[src/design/msat_pkg.sv]
// Shared types and constants for the multi-session alarm timer.
`default_nettype none

package msat_pkg;

   // Request function codes.
   localparam logic [2:0] FN_TICK     = 3'd0;
   localparam logic [2:0] FN_ONCE     = 3'd1;
   localparam logic [2:0] FN_PERIODIC = 3'd2;
   localparam logic [2:0] FN_READ_US  = 3'd3;
   localparam logic [2:0] FN_READ_MS  = 3'd4;
   localparam logic [2:0] FN_OPEN     = 3'd5;

   // Result kinds.
   localparam logic [1:0] KIND_FIRE = 2'd0;
   localparam logic [1:0] KIND_US   = 2'd1;
   localparam logic [1:0] KIND_MS   = 2'd2;

   // Configuration register indexes.
   localparam logic [1:0] CSR_CLUSTER  = 2'd0;
   localparam logic [1:0] CSR_MIN_ONCE = 2'd1;
   localparam logic [1:0] CSR_MIN_PER  = 2'd2;

   // Reset values of the configuration registers.
   localparam logic [15:0] CLUSTER_RESET  = 16'd250;
   localparam logic [15:0] MIN_ONCE_RESET = 16'd250;
   localparam logic [19:0] MIN_PER_RESET  = 20'd1000;

   // Microseconds per millisecond and the remainder width of the divider.
   localparam int          REM_W  = 10;
   localparam logic [REM_W:0] US_PER_MS = 11'd1000;

   // Digit width of the millisecond divider and the reciprocal of one
   // thousand scaled by two to the MS_SHIFT, exact for any remainder-digit pair.
   localparam int              MS_DIG_W    = 16;
   localparam int              MS_RECIP_W  = 27;
   localparam logic [26:0]     MS_RECIP    = 27'd68719477;
   localparam int              MS_SHIFT    = 36;

   localparam logic [63:0] TIME_INFINITE = 64'hFFFF_FFFF_FFFF_FFFF;

   // Per-session state carried through the ring.
   typedef struct packed {
      logic        armed;
      logic [63:0] atime;
      logic [63:0] period;
      logic [63:0] open;
   } entry_type;

   // Modification applied to one entry as it passes the head of the ring.
   typedef enum logic [2:0] {
      OP_NONE,
      OP_ONCE,
      OP_PERIODIC,
      OP_OPEN,
      OP_FIRE
   } op_type;

   // What a ring pass gathers.
   typedef enum logic [1:0] {
      MODE_SOON,
      MODE_RES,
      MODE_DUE,
      MODE_READ
   } mode_type;

   typedef enum logic [2:0] {
      ST_IDLE,
      ST_PER_OUT,
      ST_PASS,
      ST_POST,
      ST_FLUSH,
      ST_DIV
   } state_type;

endpackage

`default_nettype wire

[src/design/msat_cell.sv]
// One ring cell holding the state of one session.
`default_nettype none

module msat_cell #(
   parameter int SID_W    = 3,
   parameter int INIT_SID = 0
) (
   input  wire                     clock,
   input  wire                     reset,
   input  wire                     shift,
   input  wire msat_pkg::entry_type in_entry,
   input  wire  [SID_W-1:0]        in_sid,
   output msat_pkg::entry_type     q_entry,
   output logic [SID_W-1:0]        q_sid
);

   msat_pkg::entry_type entry_ff;
   logic [SID_W-1:0]    sid_ff;

   // Take the neighbor's contents on every shift.
   always_ff @(posedge clock) begin
      if (reset) begin
         entry_ff <= '0;
         sid_ff   <= SID_W'(INIT_SID);
      end else if (shift) begin
         entry_ff <= in_entry;
         sid_ff   <= in_sid;
      end
   end

   assign q_entry = entry_ff;
   assign q_sid   = sid_ff;

endmodule

`default_nettype wire

[config.mk]
export PLATFORM = sky130hd
export DESIGN_NAME = msat_cell
export DESIGN_NICKNAME = d
export VERILOG_FILES = /design/src/design/msat_pkg.sv /design/src/design/msat_cell.sv
export SDC_FILE = /design/constraint.sdc
export NUM_CORES = 1
export LEC_CHECK = 0
export BUFFER_PORTS_ARGS = -buffer_cell sky130_fd_sc_hd__clkbuf_2
export CAP_MARGIN = 25
export CORE_AREA = 5 5 150 152
export DETAILED_ROUTE_END_ITERATION = 10
export DIE_AREA = 0 0 155 157
export PLACE_DENSITY = 0.76
export SETUP_SLACK_MARGIN = 0.4
export SLEW_MARGIN = 20
export SYNTH_ARGS = -nofsm -noshare
export SYNTH_HDL_FRONTEND = slang
export SYNTH_SLANG_ARGS = --single-unit
[constraint.sdc]
create_clock -name clock -period 1 [get_ports clock]
set_input_delay 0.25 -clock clock [delete_from_list [all_inputs] [get_ports clock]]
set_output_delay 0.25 -clock clock [all_outputs]
set_load 0.005 [all_outputs]
==> results.cfg, run 1 <==
[route]
post-route-drc-count = 0
wirelength_mm = 22.1
drt_iter0_drc = 193
wl_per_cell_um = 16.0
final_antenna_net_count = 0
num_vias = 6169
drt-vias-per-instance = 4.48
drt-pass1-iter-count = 4

[logic_synthesis]
synthCells = 632
synth_cell_types = 9
synth_nets = 831
syn-cell-area_sq_um = 6990
postSynthAreaPerCell_sq_um = 11.1
synth_top_cell_by_area = dfxtp_1
synth_warnings = 0
synth_top_area_share_pct = 56.1
synthTopCellsByArea = dfxtp_1 56%, mux2i_1 28%, nor2_1 11%
seq_area_frac_synth_pct = 56.1
ys_ff_latch = 196

[setup_path]
critical_path_class = flip-flop to primary output
max_stage_delay_ps = 360
cp_slowest_cell = dfxtp_2
path_buf_inv = 1
crit_chain = clkbuf_2
crit_family = flip-flops
end_kind = primary output
cp_max_fo = 2
cp.arrival_ps = 900
cp-start-kind = flip-flop
required_ps = 750

[outcome]
status = finished, violations left
violations = negative setup slack

[sta]
finalHoldViolations = 0
drv_slew = 0
relSlewSlack_pct = 86.5
rsz0062_at_grt = yes
finalCriticalPeriod_ps = 1150
max_freq_mhz = 871
setup_ws_ps = -148
post-route-period-util_pct = 115
worst_slew_pin_slew_ps = 197
finClkSkew_ps = 0
setup_viol = 196

[global_routing]
antenna_found_initial = 0
grt_max_degree = 23
grt-ovfl-total = 0
grt_pass1_wl_mm = 31.3
grt_pass1_vias = 6136
grt_usage_pct = 16.0

[power]
p_per_area_nw_per_um2 = 1570
leakage_nw = 5.88
p_comb_share_pct = 15.4
switching_share_pct = 25.7
p_switching_mw = 4.61
pwr-share-seq_pct = 48.5
clock_power_share_pct = 36.1
ir_worst_vdd_mv = 1.00
internal-power_mw = 13.3

[placed_design]
portBuffers = 394
place_area_sq_um = 9490
place_inst = 1305
dp_hpwl_mm = 15.8
gp_congestion = 0.796

[floorplan]
num_io_pins = 395
row_count = 53
core_area_sq_um = 20900
dieHeight_um = 157
die_w_um = 155
dieArea_sq_um = 24300
initial_utilization_pct = 33.5

[cells_and_area]
syn_to_final_growth_pct = 63.5
multi_input_comb_area_sq_um = 2710
design_area_sq_um = 11400
utilization_pct = 54.7
regArea_sq_um = 4170
layout-drive-gt1-share_pct = 64.7
n_fill_cell = 1736
stdcell_count = 1377
diodes = 0
layout.nets = 1290

[clock_network]
path_clk_slew_ps = 80
cts_buffer_depth = 2
cts_hold_buffers = 0
root_buffer = clkbuf_16
cts_made_buffers = 17
htreeDepth = 4
worst_skew_pair.late_latency_ps = 410
cts_tree = done
cts_sinks = 196

[run]
max-cap-violations = 0

[worst_hold_path]
min_path_type = input pin to flip-flop
through the flow:
step / setup TNS, ps / worst slack [ps] / hold WS [ps] / power [mW]
finish: -19930 / -148 / 63.5 / 17.9
global route: -28520 / -193 / 53.7 / 18.7
CTS: -25950 / -178 / 39.5 / 17.6
detailed placement: -24320 / -207 / 479 / 10.9
global placement: -20110 / -137 / 472 / 10.9
floorplan: 0 / 28.1 / 397 / 9.76
synth_stat cells, drive strengths merged:
cell type and instances:
buf 30, nor2 196, dfxtp 196, mux2i 196, clkbuf 14
what timing repair did:
| action | CTS | global route |
|---|---|---|
| gates cloned | 1 | 0 |
| buffers inserted | 19 | 22 |
| setup endpoints to repair | 391 | 388 |
| pin swaps | 19 | 40 |
| resized for setup | 222 | 196 |
power by group through the flow:
stage / clock [mW] / combinational [mW] / sequential [mW]
floorplan: 0 / 1.04 / 8.71
global placement: 0 / 2.19 / 8.68
detailed placement: 0 / 2.24 / 8.70
CTS: 6.61 / 2.38 / 8.62
global route: 6.95 / 2.98 / 8.73
finish: 6.46 / 2.75 / 8.68
cells in the final DEF, fill, tap and decap left out:
cell	count
clkbuf_16	17
clkinv_4	4
inv_6	1
mux2i_1	193
buf_12	14
buf_8	1
clkinv_8	1
buf_16	2
dfxtp_4	1
nor2_1	196
inv_8	3
mux2i_2	3
dfxtp_2	195
clkbuf_2	293
clkinvlp_4	4
buf_4	33
buf_6	141
worst reg2reg max path, delay by kind of cell, from the launching register on:
kind	cells	cell delay [ps]
buffers and inverters	2	230
and+or+nand+nor	1	60
DFF	1	320
muxes	1	130
final timing paths:
| kind | from | to | slack [ps] | depth (start not counted) |
|---|---|---|---|---|
| setup / recovery | q_entry[33]$_SDFFE_PP0P_ | q_entry[33] | -150 | 1 |
| hold / removal | in_entry[79] | q_entry[79]$_SDFFE_PP0P_ | 60 | 3 |
| setup reg to reg | q_entry[94]$_SDFFE_PP0P_ | q_entry[94]$_SDFFE_PP0P_ | 150 | 4 |
| hold reg to reg | q_entry[57]$_SDFFE_PP0P_ | q_entry[57]$_SDFFE_PP0P_ | 480 | 2 |
state kept, by name, summed over array words and instances (netlist names):
signal   flops
q_sid        3
q_entry    193
area by class of cell:
cell class,count,area share [%]
Clock buffer,17,3.72
Tap cell,275,3.01
Timing Repair Buffer,484,32.0
Sequential cell,196,36.5
Multi-Input combinational cell,392,23.7
Clock inverter,13,1.08
routing by layer:
layer / GRT usage [%] / vias to the layer above / part of all wire [%]
met2: 29.3 / 233 / 53
met4: 5.93 / 0 / 2.9
li1: - / 2994 / -
met5: 0 / - / 0
met3: 4.23 / 42 / 6.2
met1: 17.7 / 2900 / 38
logic make-up after synthesis:
group	synth area share (%)
muxes	28.1
DFF	56.1
and+or+nand+nor	10.5
buffers and inverters	5.26
Note: power is estimated with default switching activity, not from simulation.
==> run 2: changes to the inputs <==
--- a/config.mk
+++ b/config.mk
@@ -11,7 +11,7 @@
 export DETAILED_ROUTE_END_ITERATION = 10
 export DIE_AREA = 0 0 155 157
 export PLACE_DENSITY = 0.76
-export SETUP_SLACK_MARGIN = 0.4
+export SETUP_SLACK_MARGIN = 0.05
 export SLEW_MARGIN = 20
 export SYNTH_ARGS = -nofsm -noshare
 export SYNTH_HDL_FRONTEND = slang
==> run 2 against run 1 <==
The run still ends with negative setup slack left. Sequential cell count did not move. Clock power fell by 0.9%. Largest cell class unchanged. Global-route usage fell by 0.33 points. Cell area fell by 4.9%.
==> results.cfg, run 2 (same netlist as run 1, synthesis figures left out) <==
[setup_path]
cp_slowest_cell = dfxtp_2
crit_chain = buf_6
critical_path_class = flip-flop to primary output
cp-start-kind = flip-flop
max_stage_delay_ps = 360
cp.arrival_ps = 880
required_ps = 750
path_buf_inv = 1
cp_max_fo = 2
end_kind = primary output
crit_family = flip-flops

[power]
ir_worst_vdd_mv = 0.856
leakage_nw = 5.62
pwr-share-seq_pct = 49.3
p_comb_share_pct = 14.2
switching_share_pct = 25.4
clock_power_share_pct = 36.5
p_per_area_nw_per_um2 = 1620
p_switching_mw = 4.46
internal-power_mw = 13.1
p_total_mw = 17.6

[global_routing]
grt_pass1_wl_mm = 30.8
grt_pass1_vias = 5936
grt-ovfl-total = 0
grt_usage_pct = 15.7
grt_max_degree = 44
antenna_found_initial = 0

[worst_hold_path]
min_path_type = input pin to flip-flop

[floorplan]
dieArea_sq_um = 24300
dieHeight_um = 157
core_area_sq_um = 20900
num_io_pins = 395
row_count = 53
die_w_um = 155
initial_utilization_pct = 33.5

[route]
final_antenna_net_count = 0
post-route-drc-count = 0
wl_per_cell_um = 15.6
drt-pass1-iter-count = 4
drt_iter0_drc = 235
wirelength_mm = 20.8
drt-vias-per-instance = 4.45
num_vias = 5947

[clock_network]
cts_sinks = 196
path_clk_slew_ps = 80
cts_made_buffers = 17
root_buffer = clkbuf_16
cts_tree = done
worst_skew_pair.late_latency_ps = 420
cts_buffer_depth = 2
htreeDepth = 4

[cells_and_area]
layout-drive-gt1-share_pct = 62.9
largest_reg_flops = 193
diodes = 0
layout_commonest_cell = clkbuf_2
layout.nets = 1248
syn_to_final_growth_pct = 55.4
stdcell_count = 1335
layout.cells.most_common_list = 286 x clkbuf_2, 196 x mux2i_1, 196 x nor2_1, 196 x dfxtp_2, 106 x buf_6

[run]
max-cap-violations = 0

[sta]
drv_slew = 0
finClkSkew_ps = 0
relSlewSlack_pct = 85.3
setup_ws_ps = -128
finalCriticalPeriod_ps = 1130
post-route-period-util_pct = 113
max_freq_mhz = 886
worst_slew_pin_slew_ps = 220
finalHoldViolations = 0
setup_viol = 196
fin_tns_setup_ps = -19770
rsz0062_at_grt = yes

[outcome]
status = finished, violations left
violations = negative setup slack

[placed_design]
gp_congestion = 0.843
post-place-ws_ps = -149
dp_hpwl_mm = 15.4
portBuffers = 394
place_inst = 1284
run 2: routing by layer:
layer | global-route usage [%] | wire length [um] | up-vias
met5 | 0 | 0 | -
met1 | 18.5 | 8170 | 2784
met4 | 5.63 | 550 | 0
met3 | 4.37 | 1270 | 33
li1 | - | - | 2916
met2 | 27.2 | 10900 | 214
run 2: through the flow:
| stage | hold WS, ps | instance area, sq um | utilization, % |
|---|---|---|---|
| 6_report | 61.4 | 10900 | 52.0 |
| 5_1_grt | 42.2 | 10900 | 52.0 |
| 4_1_cts | 40.1 | 10200 | 48.7 |
| 3_5_place_dp | 477 | 9240 | 44.3 |
| 3_3_place_gp | 472 | 9240 | 44.3 |
| 2_1_floorplan | 397 | 7030 | - |
run 2: cell type report:
type,instances,area [sq um]
fillers,1790,10000
multi-input cells,392,2700
well taps,275,344
repair buffers,442,3100
clock buffers,18,429
flip-flops and latches,196,4170
clock inverters,12,120
run 2: final timing paths:
check,cells past startpoint,startpoint,end,slack (ps)
setup / recovery,1,q_entry[12]$_SDFFE_PP0P_,q_entry[12],-130
hold / removal,3,in_entry[84],q_entry[84]$_SDFFE_PP0P_,60
setup reg to reg,3,q_entry[77]$_SDFFE_PP0P_,q_entry[77]$_SDFFE_PP0P_,230
hold reg to reg,2,q_entry[185]$_SDFFE_PP0P_,q_entry[185]$_SDFFE_PP0P_,490
run 2: what timing repair did:
item	4_1_cts	5_1_grt
hold endpoints to repair	0	0
setup endpoints to repair	196	196
pin swaps	0	0
buffers inserted	18	3
resized for setup	197	180
hold buffers	0	0
run 2: worst min-delay path: cells and delay by family:
| kind | cells | cell delay, ps |
|---|---|---|
| buf+inv | 1 | 80 |
| mux | 1 | 50 |
| simple gates | 1 | 70 |
run 2: power groups by stage:
stage	clock [mW]	sequential [mW]	combinational, mW
after floorplan	0	8.71	1.04
after global placement	0	8.68	2.10
after detailed placement	0	8.69	2.15
after CTS	6.61	8.60	2.22
after global routing	6.93	8.73	2.71
final	6.40	8.67	2.49
==> run 3: changes to the inputs <==
--- a/config.mk
+++ b/config.mk
@@ -8,6 +8,7 @@
 export BUFFER_PORTS_ARGS = -buffer_cell sky130_fd_sc_hd__clkbuf_2
 export CAP_MARGIN = 25
 export CORE_AREA = 5 5 150 152
+export CTS_BUF_LIST = sky130_fd_sc_hd__clkbuf_8
 export DETAILED_ROUTE_END_ITERATION = 10
 export DIE_AREA = 0 0 155 157
 export PLACE_DENSITY = 0.76
==> run 3 against run 2 <==
The run still ends with negative setup slack left. Clock power is 26% lower. Die area stayed put. Utilization is 0.17 points higher. Total power is 9.0% lower. Worst hold slack worse by 25 ps. Global-route usage is 0.50 points higher. Sequential power hardly changed. Clock-buffer cell count is 1 lower. Highest routed layer unchanged.
==> results.cfg, run 3 (same netlist as run 1, synthesis figures left out) <==
[sta]
post-route-period-util_pct = 117
finalHoldViolations = 0
finalCriticalPeriod_ps = 1170
worst_slew_pin_slew_ps = 222
setup_viol = 196
relSlewSlack_pct = 85.2
drv_slew = 0
max_freq_mhz = 852
rsz0062_at_grt = yes
finClkSkew_ps = 0
setup_ws_ps = -174

[placed_design]
post-place-ws_ps = -149
portBuffers = 394
place_area_sq_um = 9240
gp_congestion = 0.843
dp_hpwl_mm = 15.4

[setup_path]
end_kind = primary output
cp-start-kind = flip-flop
crit_chain = clkbuf_2
crit_family = flip-flops
max_stage_delay_ps = 360
required_ps = 750
path_buf_inv = 1
critical_path_class = flip-flop to primary output
cp.arrival_ps = 920
cp_max_fo = 2
cp_slowest_cell = dfxtp_2

[outcome]
status = finished, violations left
violations = negative setup slack

[route]
drt_iter0_drc = 225
wl_per_cell_um = 16.0
num_vias = 6094
post-route-drc-count = 0
drt-pass1-iter-count = 4
wirelength_mm = 21.8
drt-vias-per-instance = 4.48
final_antenna_net_count = 0

[global_routing]
antenna_found_initial = 1
grt_pass1_wl_mm = 31.7
grt-ovfl-total = 0
grt_pass1_vias = 6154
grt_usage_pct = 16.2
grt_max_degree = 44

[clock_network]
worst_skew_pair.late_latency_ps = 440
cts_tree = done
cts_made_buffers = 17
cts_buffer_depth = 2
path_clk_slew_ps = 120
htreeDepth = 4
cts_sinks = 196
root_buffer = clkbuf_8

[floorplan]
dieArea_sq_um = 24300
core_area_sq_um = 20900
die_w_um = 155
initial_utilization_pct = 33.5
dieHeight_um = 157
num_io_pins = 395
row_count = 53

[run]
max-cap-violations = 0

[cells_and_area]
syn_to_final_growth_pct = 55.9
layout_commonest_cell = clkbuf_2
n_fill_cell = 1769
largest_reg_flops = 193
design_area_sq_um = 10900
layout.nets = 1271
layout.cells.most_common_list = 287 x clkbuf_2, 196 x mux2i_1, 196 x nor2_1, 196 x dfxtp_2, 105 x buf_6
layout-drive-gt1-share_pct = 61.6

[worst_hold_path]
min_path_type = input pin to flip-flop

[power]
p_per_area_nw_per_um2 = 1470
p_total_mw = 16.0
ir_worst_vdd_mv = 0.774
leakage_nw = 5.63
==> run 3: cell types whose count changed in the layout (fill, tap and decap cells not counted) <==
cell           change
inv_1              +1
clkbuf_1           -1
buf_6              -1
clkbuf_16         -17
clkbuf_2           +1
clkbuf_8          +17
dlygate4sd3_1     +23
diode_2            +1
==> run 3: path summary, 6_finish.rpt <==
path / slack [ps] / cells past startpoint / endpoint / from
worst max-delay path: -170 / 1 / q_entry[151] / q_entry[151]$_SDFFE_PP0P_
worst min-delay path: 40 / 3 / q_entry[83]$_SDFFE_PP0P_ / in_entry[83]
worst max register to register: 200 / 3 / q_entry[113]$_SDFFE_PP0P_ / q_entry[113]$_SDFFE_PP0P_
worst min register to register: 490 / 2 / q_entry[185]$_SDFFE_PP0P_ / q_entry[185]$_SDFFE_PP0P_
==> run 3: area by class of cell <==
cell class	count	area (sq um)	area share [%]
multi-input cells	392	2700	24.8
clock buffers	17	234	2.15
flip-flops and latches	196	4170	38.3
well taps	275	344	3.16
repair buffers	465	3330	30.5
clock inverters	13	124	1.14
diodes	1	2.50	0.0230
==> run 3: per-layer routing <==
metal / track usage, % / wire length (um)
met1: 18.8 / 8240
met2: 28.5 / 11500
met3: 4.26 / 1320
met4: 6.06 / 697
met5: 0 / 0
==> run 3: what timing repair did <==
action / in CTS / in global routing
resized for setup: 197 / 177
hold buffers: 23 / 0
endpoints found under the setup margin: 196 / 196
endpoints found under the hold margin: 23 / 0
buffers inserted: 12 / 9
==> run 3: tightest hold or removal path, cell delays in order <==
cell	delay (ps)
clkbuf_2	80
mux2i_1	60
nor2_1	80
==> run 3: stage by stage <==
step	util, %	hold slack (ps)	setup TNS (ps)	std cells
after floorplan	-	397	0	632
after global placement	44.3	472	-13680	1284
after detailed placement	44.3	477	-16980	1284
after CTS	48.7	0.211	-36110	1349
after global routing	52.2	1.31	-40360	1359
final	52.2	36.2	-26800	1359
==> run 3: power breakdown <==
part	switching [mW]	internal, mW
sequential	0.304	8.36
clock	2.94	1.80
combinational	1.06	1.52
