--- config.mk ---
export PLATFORM = sky130hd
export DESIGN_NAME = msat_div
export DESIGN_NICKNAME = d
export VERILOG_FILES = /design/src/design/msat_pkg.sv /design/src/design/msat_div.sv
export SDC_FILE = /design/constraint.sdc
export NUM_CORES = 1
export LEC_CHECK = 0
export BUFFER_PORTS_ARGS = -buffer_cell sky130_fd_sc_hd__buf_2
export CORE_ASPECT_RATIO = 0.5
export CORE_MARGIN = 2
export CORE_UTILIZATION = 42
export CTS_CLUSTER_DIAMETER = 50
export DETAILED_ROUTE_END_ITERATION = 10
export REMOVE_ABC_BUFFERS = 1
export SETUP_SLACK_MARGIN = 0.4
export SLEW_MARGIN = 20
export SYNTH_ARGS = -nofsm -noshare
export SYNTH_HDL_FRONTEND = slang
export SYNTH_SLANG_ARGS = --single-unit
export TNS_END_PERCENT = 100
--- constraint.sdc ---
create_clock -name clock -period 11.3 [get_ports clock]
set_input_delay 2.825 -clock clock [delete_from_list [all_inputs] [get_ports clock]]
set_output_delay 2.825 -clock clock [all_outputs]
set_load 0.05 [all_outputs]
--- src/design/msat_pkg.sv ---
// Shared types and constants for the multi-session alarm timer.
`default_nettype none

package msat_pkg;

   // Request function codes.
   localparam logic [2:0] FN_TICK     = 3'd0;
   localparam logic [2:0] FN_ONCE     = 3'd1;
   localparam logic [2:0] FN_PERIODIC = 3'd2;
   localparam logic [2:0] FN_READ_US  = 3'd3;
   localparam logic [2:0] FN_READ_MS  = 3'd4;
   localparam logic [2:0] FN_OPEN     = 3'd5;

   // Result kinds.
   localparam logic [1:0] KIND_FIRE = 2'd0;
   localparam logic [1:0] KIND_US   = 2'd1;
   localparam logic [1:0] KIND_MS   = 2'd2;

   // Configuration register indexes.
   localparam logic [1:0] CSR_CLUSTER  = 2'd0;
   localparam logic [1:0] CSR_MIN_ONCE = 2'd1;
   localparam logic [1:0] CSR_MIN_PER  = 2'd2;

   // Reset values of the configuration registers.
   localparam logic [15:0] CLUSTER_RESET  = 16'd250;
   localparam logic [15:0] MIN_ONCE_RESET = 16'd250;
   localparam logic [19:0] MIN_PER_RESET  = 20'd1000;

   // Microseconds per millisecond and the remainder width of the divider.
   localparam int          REM_W  = 10;
   localparam logic [REM_W:0] US_PER_MS = 11'd1000;

   // Digit width of the millisecond divider and the reciprocal of one
   // thousand scaled by two to the MS_SHIFT, exact for any remainder-digit pair.
   localparam int              MS_DIG_W    = 16;
   localparam int              MS_RECIP_W  = 27;
   localparam logic [26:0]     MS_RECIP    = 27'd68719477;
   localparam int              MS_SHIFT    = 36;

   localparam logic [63:0] TIME_INFINITE = 64'hFFFF_FFFF_FFFF_FFFF;

   // Per-session state carried through the ring.
   typedef struct packed {
      logic        armed;
      logic [63:0] atime;
      logic [63:0] period;
      logic [63:0] open;
   } entry_type;

   // Modification applied to one entry as it passes the head of the ring.
   typedef enum logic [2:0] {
      OP_NONE,
      OP_ONCE,
      OP_PERIODIC,
      OP_OPEN,
      OP_FIRE
   } op_type;

   // What a ring pass gathers.
   typedef enum logic [1:0] {
      MODE_SOON,
      MODE_RES,
      MODE_DUE,
      MODE_READ
   } mode_type;

   typedef enum logic [2:0] {
      ST_IDLE,
      ST_PER_OUT,
      ST_PASS,
      ST_POST,
      ST_FLUSH,
      ST_DIV
   } state_type;

endpackage

`default_nettype wire

--- src/design/msat_div.sv ---
// Divider by one thousand for millisecond reads, one 16-bit digit per cycle.
`default_nettype none

module msat_div (
   input  wire         clock,
   input  wire         reset,
   input  wire         start,
   input  wire  [63:0] dividend,
   output logic        done,
   output logic [63:0] quotient
);

   localparam int DIG_W  = msat_pkg::MS_DIG_W;
   localparam int PART_W = msat_pkg::REM_W + DIG_W;
   localparam int PROD_W = PART_W + msat_pkg::MS_RECIP_W;

   logic                       busy_ff, busy_in;
   logic                       done_ff, done_in;
   logic [1:0]                 cnt_ff, cnt_in;
   logic [63:0]                num_ff, num_in;
   logic [msat_pkg::REM_W-1:0] rem_ff, rem_in;
   logic [PART_W-1:0]          part;
   logic [PROD_W-1:0]          prod;
   logic [DIG_W-1:0]           qdig;
   logic [PART_W-1:0]          back;

   // Long division by digits: the remainder and the next dividend digit are
   // divided by reciprocal multiplication, the quotient digit shifts in.
   always_comb begin
      busy_in = busy_ff;
      done_in = done_ff;
      cnt_in  = cnt_ff;
      num_in  = num_ff;
      rem_in  = rem_ff;
      part    = {rem_ff, num_ff[63 -: DIG_W]};
      prod    = PROD_W'(part) * PROD_W'(msat_pkg::MS_RECIP);
      qdig    = prod[msat_pkg::MS_SHIFT +: DIG_W];
      back    = part - PART_W'(qdig) * PART_W'(msat_pkg::US_PER_MS);
      if (start) begin
         busy_in = 1'b1;
         done_in = 1'b0;
         cnt_in  = '0;
         num_in  = dividend;
         rem_in  = '0;
      end else if (busy_ff) begin
         rem_in = back[msat_pkg::REM_W-1:0];
         num_in = {num_ff[63-DIG_W:0], qdig};
         cnt_in = cnt_ff + 2'd1;
         if (cnt_ff == 2'd3) begin
            busy_in = 1'b0;
            done_in = 1'b1;
         end
      end
   end

   always_ff @(posedge clock) begin
      if (reset) begin
         busy_ff <= 1'b0;
         done_ff <= 1'b0;
         cnt_ff  <= '0;
         num_ff  <= '0;
         rem_ff  <= '0;
      end else begin
         busy_ff <= busy_in;
         done_ff <= done_in;
         cnt_ff  <= cnt_in;
         num_ff  <= num_in;
         rem_ff  <= rem_in;
      end
   end

   assign done     = done_ff;
   assign quotient = num_ff;

endmodule

`default_nettype wire

==> results_dict.tcl, run 1 <==
set metrics [dict create \
    wl_um 36600 \
    required_ns 11.52 \
    synthTopCellsByCount "inv_1 (414), ha_1 (286), fa_1 (215)" \
    hpwlAfterDp_um 31100 \
    remaining_drc_errors 0 \
    syn2layout_area_growth_pct 10.7 \
    p_per_area_nw_per_um2 253 \
    min_path_type "register to register" \
    multi_input_area_sq_um 10800 \
    syn_inst 1507 \
    hold_depth 2 \
    skew_ns 0.0103 \
    viasPerCell 4.94 \
    grt_pass1_vias 10500 \
    cts_sinks 78 \
    leakage_nw 8.67 \
    clk_path_buf_depth 2 \
    synthXorXnorAreaFrac_pct 1.44 \
    drtAntennaViolNets 0 \
    cp_common_cell "fa_1" \
    crit_slowest_cell "dfxtp_1" \
    routedWlPerCell_um 17.6 \
    htreeDepth 3 \
    hold_viol_final 0 \
    numCtsBuffers 9 \
    holdPathEnd "done" \
    crit_buf_inv 6 \
    r2r_start "quotient[60]" \
    clock-root-buffer "clkbuf_16" \
    worstMarginPinSlew_ns 0.897 \
    reg2reg_slack_ns 0.98 \
    post_cts_buffers 0 \
    synth_top_family_by_area "adder cells" \
    max_freq_ghz 0.0969 \
    fin_tns_setup_ns 0 \
    rr_worst_depth 33 \
    die-height_um 133 \
    grt_usage_pct 21.7 \
    irDropWorstVdd_mv 0.260 \
    clk_latency_ns 0.34 \
    ys_seq_area_share_pct 11.1 \
    cts_tree "built" \
    grt_pass1_wl_um 58400 \
    critPathLaunchType "register" \
    r2r-end "rem_ff[9]" \
    num_vias 10300 \
    cp_top_family "adder cells" \
    synthAdderAreaFrac_pct 56.2 \
    synth_ff_type "dfxtp_1" \
    diodes 0 \
    yosys.area_share.simple_pct 7.03 \
    worstPathMaxFanout 9 \
    cts_resized 0 \
    synth-async-reset-ratio_pct 0 \
    place_ws_ns 1.05 \
    rows 47 \
    dieArea_sq_um 35000 \
    antenna_found_initial 0 \
    cts_hold_buffers 0 \
    fillers 3176 \
    grt_overflow 0 \
    min_from "done" \
    fin_crit_sh_pct 91.4 \
    slew_headroom_pct 40.1 \
    synth_most_common_cell "inv_1" \
    regArea_sq_um 1570 \
    max_stage_delay_ns 0.64 \
    drtIter0Drc 580 \
    synthMuxAreaShare_pct 4.57 \
    grt_max_degree 68 \
    gp_congestion 0.937 \
    die_w_um 263 \
    path_clk_slew_ns 0.07 \
    end_kind "register" \
    coreArea_sq_um 33000 \
    syn_area_per_cell_sq_um 9.31 \
    final-setup-viol-count 0 \
    initial_core_util_pct 42.5 \
    synth_top_area_share_pct 30.7 \
    arrival_ns 10.55 \
    post-route-min-period_ns 10.32 \
    outcome "finished, final reports clean" \
    drv_slew 0 \
    ys_types 54 \
    syn_area_sq_um 14000 \
    layout.nets 2201 \
    grt_setup_unrepaired "false" \
    maxCapViolCount 0 \
    numPortBuffers 131 \
    synth.ff_latch_count 78 \
    yosysWarningCount 0 \
    crit_type "register to register" \
    ios 132 \
    setup_ws_ns 0.977 \
    synth_area_leaders "fa_1 (31%), ha_1 (25%), dfxtp_1 (11%)" \
    synth_edf_count 0 \
    synth_compound_area_share_pct 7.54 \
    drive_gt1_share_pct 11.1 \
    yosys.area.top_type "fa_1" \
    dr.pass1.iters 5 \
]
[registers in the layout, indices dropped and copies added (netlist names)]
name,cells
busy_ff,1
cnt_ff,2
done,1
quotient,64
rem_ff,10
[worst min-delay path, cell delays in order, from the launching register on]
cell and delay, ns:
dfxtp_1 0.33, a21oi_1 0.04, nor2_1 0.07
[power breakdown]
group          leakage (nW)  switching (mW)  total [mW]  internal (mW)
clock                 0.130           0.133       0.285          0.152
sequential            0.643          0.0435       0.343          0.300
combinational          7.90            1.89        3.31           1.41
[area by class of cell]
class	instances	area share (%)
flip-flops and latches	78	10.1
repair buffers	151	5.20
multi-input cells	979	69.3
well taps	441	3.55
clock inverters	7	0.362
inverters	414	10.0
clock buffers	9	1.45
[how the worst max path moves through the flow]
stage	from	endpoint	slack, ns	cells after the start
5_1_grt	quotient[60]	rem_ff[9]	0.43	33
6_report	quotient[60]	rem_ff[9]	0.98	33
3_3_place_gp	quotient[60]	rem_ff[9]	1.15	33
4_1_cts	quotient[60]	rem_ff[9]	1.00	33
3_5_place_dp	quotient[60]	rem_ff[9]	1.05	33
2_1_floorplan	quotient[59]	rem_ff[9]	1.55	33
[metal layers]
layer | part of all wire [%] | track usage [%] | routed length (um) | vias to the layer above
li1 | - | - | - | 5024
met4 | 0.54 | 2.33 | 198 | 0
met5 | 0 | 0 | 0 | -
met1 | 49 | 31.8 | 18100 | 5002
met2 | 45 | 35.4 | 16700 | 222
met3 | 4.6 | 2.75 | 1680 | 18
[through the flow]
step,total power [mW],area [sq um],hold WS [ns],util [%],instances
finish,3.93,15500,0.482,47.1,2079
CTS,3.92,15500,0.487,47.1,2079
global placement,3.58,15300,0.450,46.2,2063
global route,4.43,15500,0.517,47.1,2079
floorplan,2.84,13900,0.465,-,1471
detailed placement,3.59,15300,0.464,46.2,2063
[cells by family (layout without fill, tap and decap cells)]
| logic type | count (synthesis) | after routing |
|---|---|---|
| simple gates | 219 | 219 |
| mux | 64 | 64 |
| fa+ha+maj | 501 | 501 |
| flops | 78 | 78 |
| xor+xnor | 23 | 23 |
| compound gates | 172 | 172 |
| buf+inv | 450 | 581 |
[cell usage in the layout (no fill, tap or decap), types with 3 or more instances in the layout]
master / n
o211ai_1: 8
nor3_1: 8
o21ai_1: 5
xor2_1: 5
nand2_1: 22
mux2i_1: 63
nand4_1: 5
ha_1: 286
a2111oi_0: 3
clkinvlp_4: 3
a31oi_1: 5
inv_1: 414
o21a_1: 4
and3_1: 5
nand3_1: 12
a211oi_1: 17
clkbuf_16: 9
buf_2: 130
dfxtp_1: 77
o22ai_1: 4
o21bai_1: 4
fa_1: 215
a21o_1: 9
or2_2: 7
xnor2_1: 18
nor2_1: 135
nor2b_1: 4
buf_4: 21
or3_1: 6
o221ai_1: 3
a21oi_1: 82
o21ai_0: 14
Power figures use the tool's default switching activity.
==> run 2: changes to the inputs <==
--- a/config.mk
+++ b/config.mk
@@ -6,7 +6,6 @@
 export NUM_CORES = 1
 export LEC_CHECK = 0
 export BUFFER_PORTS_ARGS = -buffer_cell sky130_fd_sc_hd__buf_2
-export CORE_ASPECT_RATIO = 0.5
 export CORE_MARGIN = 2
 export CORE_UTILIZATION = 42
 export CTS_CLUSTER_DIAMETER = 50
==> constraint.sdc (replaced) <==
create_clock -name clock -period 11.22 [get_ports clock]
set_input_delay 2.805 -clock clock [delete_from_list [all_inputs] [get_ports clock]]
set_output_delay 2.805 -clock clock [all_outputs]
set_load 0.05 [all_outputs]
==> run 2 against run 1 <==
Net effect: clock power barely moved; via count is 0.13% lower; cell count up 0.29%; total power rose by 1.2%; setup slack got worse by 0.033 ns; sequential power shrank 1%; critical path type unchanged; critical endpoint unchanged.
==> results_dict.tcl, run 2 (synthesis results as in run 1) <==
set metrics [dict create \
    irDropWorstVdd_mv 0.244 \
    drtIter0Drc 414 \
    cp_common_cell "fa_1" \
    fin_tns_setup_ns 0 \
    wl_um 36400 \
    instances_no_fill 2085 \
    r2r-end "rem_ff[9]" \
    ios 132 \
    final-setup-viol-count 0 \
    arrival_ns 10.51 \
    min_from "done" \
    max_freq_ghz 0.0973 \
    clk_latency_ns 0.35 \
    grt_pass1_wl_um 58200 \
    placed_cells 2068 \
    path_clk_slew_ns 0.07 \
    initial_core_util_pct 42.9 \
    required_ns 11.46 \
    dieArea_sq_um 34900 \
    grt_overflow 0 \
    cts_tree "built" \
    fin_crit_sh_pct 91.6 \
    num_vias 10300 \
    die_w_um 187 \
    crit_type "register to register" \
    numCtsBuffers 9 \
    grt_usage_pct 21.4 \
    p_per_area_nw_per_um2 256 \
    critPathLaunchType "register" \
    remaining_drc_errors 0 \
    worstMarginPinSlew_ns 1.04 \
    die-height_um 187 \
    dr.pass1.iters 5 \
    clk_path_buf_depth 2 \
    drtAntennaViolNets 0 \
    max_stage_delay_ns 0.80 \
    clock-root-buffer "clkbuf_16" \
    final_cell_mix "inv_1 (414), ha_1 (286), fa_1 (215)" \
    holdPathEnd "done" \
    layout.nets 2205 \
    htreeDepth 3 \
    r2r_start "quotient[58]" \
    cts_sinks 78 \
    grt_pass1_vias 10700 \
    largest_reg_flops 64 \
    hold_viol_final 0 \
    worstPathMaxFanout 11 \
    grt_max_degree 108 \
    outcome "finished, final reports clean" \
    skew_ns 0.00967 \
    syn2layout_area_growth_pct 10.9 \
    routedWlPerCell_um 17.4 \
    coreArea_sq_um 32700 \
    hold_depth 2 \
    hpwlAfterDp_um 30800 \
    drive_gt1_share_pct 11.3 \
    rr_worst_depth 32 \
    whs_ns 0.488 \
    grt_setup_unrepaired "false" \
    maxCapViolCount 0 \
    viasPerCell 4.92 \
    final_common_cell "inv_1" \
    post_cts_buffers 0 \
    crit_slowest_cell "dfxtp_1" \
    reg2reg_slack_ns 0.94 \
    end_kind "register" \
    numPortBuffers 131 \
    antenna_found_initial 0 \
    gp_congestion 0.939 \
    drv_slew 0 \
    slew_headroom_pct 30.6 \
    leakage_nw 8.69 \
    min_path_type "register to register" \
    post-route-min-period_ns 10.28 \
    rows 66 \
]
==> run 2: cell types whose count changed in the layout (fill, tap and decap cells not counted), sizes merged <==
| cell | previous run | this run |
|---|---|---|
| buf | 151 | 155 |
| clkbuf | 9 | 12 |
| clkinv | 1 | 0 |
| diode | 0 | 1 |
| inv | 417 | 415 |
==> run 2: critical path, delay by kind of cell, from the launching register on <==
family,cells,cell delay (ns)
AOI/OAI and AO/OA,8,1.71
xor gates and xnor gates,2,0.61
adders and majority gates,13,5.80
buffers and inverters,5,0.23
DFF,1,0.80
and+or+nand+nor,4,0.98
==> run 2: timing repair <==
action	CTS	global route
endpoints found under the hold margin	0	0
hold buffers	0	0
gates resized for setup	0	1
setup endpoints to repair	0	1
==> run 2: worst max path at each step <==
stage                 start         to  cells past startpoint
2_1_floorplan  quotient[59]  rem_ff[9]                     33
4_1_cts        quotient[61]  rem_ff[9]                     33
3_3_place_gp   quotient[61]  rem_ff[9]                     33
6_report       quotient[58]  rem_ff[9]                     32
5_1_grt        quotient[58]  rem_ff[9]                     32
3_5_place_dp   quotient[61]  rem_ff[9]                     33
==> run 2: report_power, final <==
| part | total, mW | leakage, nW | internal, mW | switching (mW) |
|---|---|---|---|---|
| logic | 3.36 | 7.92 | 1.44 | 1.92 |
| clock network | 0.287 | 0.125 | 0.157 | 0.130 |
| registers | 0.338 | 0.643 | 0.302 | 0.0354 |
==> run 2: per-layer routing <==
metal	routed length (um)	GRT usage (%)	part of all wire, %	vias up
li1	-	-	-	5016
met1	17000	29.1	47	4968
met2	17000	35.9	47	233
met3	1770	3.05	4.9	36
met4	646	5.01	1.8	0
met5	0	0	0	-
==> run 2: cell type report <==
cell class                      count  area [sq um]
Fill cell                        3179         17100
Multi-Input combinational cell    979         10800
Sequential cell                    78          1570
Inverter                          414          1550
Timing Repair Buffer              155           838
Tap cell                          442           553
Clock buffer                       12           246
Clock inverter                      4          31.3
Antenna cell                        1          2.50
==> run 2: through the flow <==
stage | setup WS, ns | power [mW] | cell area, sq um | utilization [%]
2_1_floorplan | 1.47 | 2.86 | 13900 | -
3_3_place_gp | 0.975 | 3.63 | 15300 | 46.7
3_5_place_dp | 0.785 | 3.69 | 15300 | 46.7
4_1_cts | 0.751 | 4.01 | 15600 | 47.6
5_1_grt | 0.438 | 4.50 | 15600 | 47.6
6_report | 0.944 | 3.98 | 15600 | 47.6
==> run 3: changes to the inputs <==
--- a/config.mk
+++ b/config.mk
@@ -7,9 +7,10 @@
 export LEC_CHECK = 0
 export BUFFER_PORTS_ARGS = -buffer_cell sky130_fd_sc_hd__buf_2
 export CORE_MARGIN = 2
-export CORE_UTILIZATION = 42
+export CORE_UTILIZATION = 50
 export CTS_CLUSTER_DIAMETER = 50
 export DETAILED_ROUTE_END_ITERATION = 10
+export PLACE_DENSITY = 0.68
 export REMOVE_ABC_BUFFERS = 1
 export SETUP_SLACK_MARGIN = 0.4
 export SLEW_MARGIN = 20
==> constraint.sdc (replaced) <==
create_clock -name clock -period 10.12 [get_ports clock]
set_input_delay 2.53 -clock clock [delete_from_list [all_inputs] [get_ports clock]]
set_output_delay 2.53 -clock clock [all_outputs]
set_load 0.05 [all_outputs]
==> run 3 against run 2 <==
Net effect: cell count fell by 1.8%; global-route usage rose by 4.2 points; routed wire length fell by 0.47%; combinational power rose by 26%; clock skew rose by 0.0028 ns; critical path type unchanged; largest power group unchanged; setup slack got worse by 0.35 ns; first-iteration DRC count rose by 23%.
==> results_dict.tcl, run 3 (synthesis results as in run 1) <==
set metrics [dict create \
    max_freq_ghz 0.105 \
    initial_core_util_pct 50.7 \
    remaining_drc_errors 0 \
    post-route-min-period_ns 9.52 \
    die-height_um 172 \
    hold_viol_final 0 \
    worstMarginPinSlew_ns 0.772 \
    dr.pass1.iters 4 \
    hold_depth 2 \
    crit_type "register to register" \
    htreeDepth 3 \
    crit_slowest_cell "nor4_1" \
    grt_setup_unrepaired "true" \
    final_util_pct 57.3 \
    largest_reg_flops 64 \
    dieArea_sq_um 29400 \
    clk_path_buf_depth 2 \
    rr_worst_depth 32 \
    min_path_type "register to register" \
    drv_slew 0 \
    viasPerCell 5.15 \
    slew_headroom_pct 48.1 \
    grt_pass1_wl_um 57500 \
    drtIter0Drc 510 \
    clock-root-buffer "clkbuf_16" \
    syn2layout_area_growth_pct 13.2 \
    reg2reg_slack_ns 0.60 \
    hpwlAfterDp_um 30500 \
    path_clk_slew_ns 0.07 \
    final_area_sq_um 15900 \
    rows 61 \
    wl_um 36200 \
    r2r_start "rem_ff[8]" \
    numPortBuffers 131 \
    drive_gt1_share_pct 14.4 \
    ios 132 \
    antenna_found_initial 0 \
    holdPathEnd "done" \
    critPathLaunchType "register" \
    irDropWorstVdd_mv 0.425 \
    end_kind "register" \
    leakage_nw 8.87 \
    routedWlPerCell_um 17.7 \
    min_from "done" \
    fin_crit_sh_pct 94.1 \
    r2r-end "rem_ff[9]" \
    cts_sinks 78 \
    clk_latency_ns 0.34 \
    coreArea_sq_um 27700 \
    arrival_ns 9.75 \
    numCtsBuffers 9 \
    die_w_um 172 \
    layout.nets 2233 \
    drtAntennaViolNets 0 \
    worstPathMaxFanout 5 \
    outcome "finished, final reports clean" \
    grt_max_degree 73 \
    gp_congestion 0.966 \
    instances_no_fill 2048 \
    placed_cells 2028 \
    final_cell_mix "inv_1 (408), ha_1 (280), fa_1 (214)" \
    max_stage_delay_ns 0.69 \
    required_ns 10.35 \
    grt_overflow 0 \
    cts_tree "built" \
    cts_hold_buffers 0 \
    num_vias 10500 \
    grt_usage_pct 25.5 \
    diodes 0 \
    fillers 2447 \
    final-setup-viol-count 0 \
    grt_pass1_vias 10900 \
    skew_ns 0.0124 \
    placed_area_sq_um 15400 \
    maxCapViolCount 0 \
    cp_common_cell "fa_1" \
    p_per_area_nw_per_um2 313 \
    fin_tns_setup_ns 0 \
    final_common_cell "inv_1" \
]
[run 3: per-stage QoR]
stage                     setup slack [ns]  power [mW]  hold slack (ns)
after floorplan                      0.370        3.17            0.465
after global placement               0.301        4.13            0.453
after detailed placement             0.158        4.24            0.455
after CTS                            0.400        4.64            0.482
after global routing                 0.296        5.52            0.539
final                                0.596        4.96            0.471
[run 3: per-layer routing]
layer  track usage (%)  vias up  wire length [um]
li1                  -     5063                 -
met1              35.6     5199             16600
met2              43.0      247             17300
met3              2.88       40              1660
met4              5.53        0               671
met5                 0        -                 0
[run 3: worst max-delay path by stage]
stage	start	end	slack, ns	cells past startpoint
after floorplan	quotient[59]	rem_ff[9]	0.37	33
after global placement	rem_ff[2]	rem_ff[9]	0.30	33
after detailed placement	rem_ff[2]	rem_ff[9]	0.16	33
after CTS	quotient[62]	rem_ff[9]	0.40	33
after global routing	rem_ff[6]	rem_ff[9]	0.30	34
final	rem_ff[8]	rem_ff[9]	0.60	32
[run 3: area by class of cell]
cell class                      count  area (sq um)  area share (%)
Clock inverter                      5          81.3           0.512
Sequential cell                    78          1580            9.92
Tap cell                          378           473            2.98
Inverter                          414          1550            9.78
Multi-Input combinational cell    979         10900            68.7
Clock buffer                       11           243            1.53
Timing Repair Buffer              183          1050            6.63
[run 3: repair_timing]
action / in CTS / in global routing
buffers inserted: 0 / 4
gates resized for setup: 4 / 30
pin swaps: 0 / 29
setup endpoints to repair: 2 / 2
[run 3: critical path, delay by kind of cell (launching register included)]
family	cells	cell delay (ns)
AOI/OAI and AO/OA	4	0.94
buffers and inverters	6	0.46
adders and majority gates	12	5.12
and+or+nand+nor	5	1.49
xor gates and xnor gates	5	0.86
DFF	1	0.53
[run 3: report_power, final]
| part | leakage [nW] | internal (mW) | total [mW] | switching, mW |
|---|---|---|---|---|
| Combinational | 8.07 | 1.91 | 4.22 | 2.31 |
| Clock | 0.156 | 0.224 | 0.368 | 0.144 |
| Sequential | 0.646 | 0.335 | 0.373 | 0.0377 |
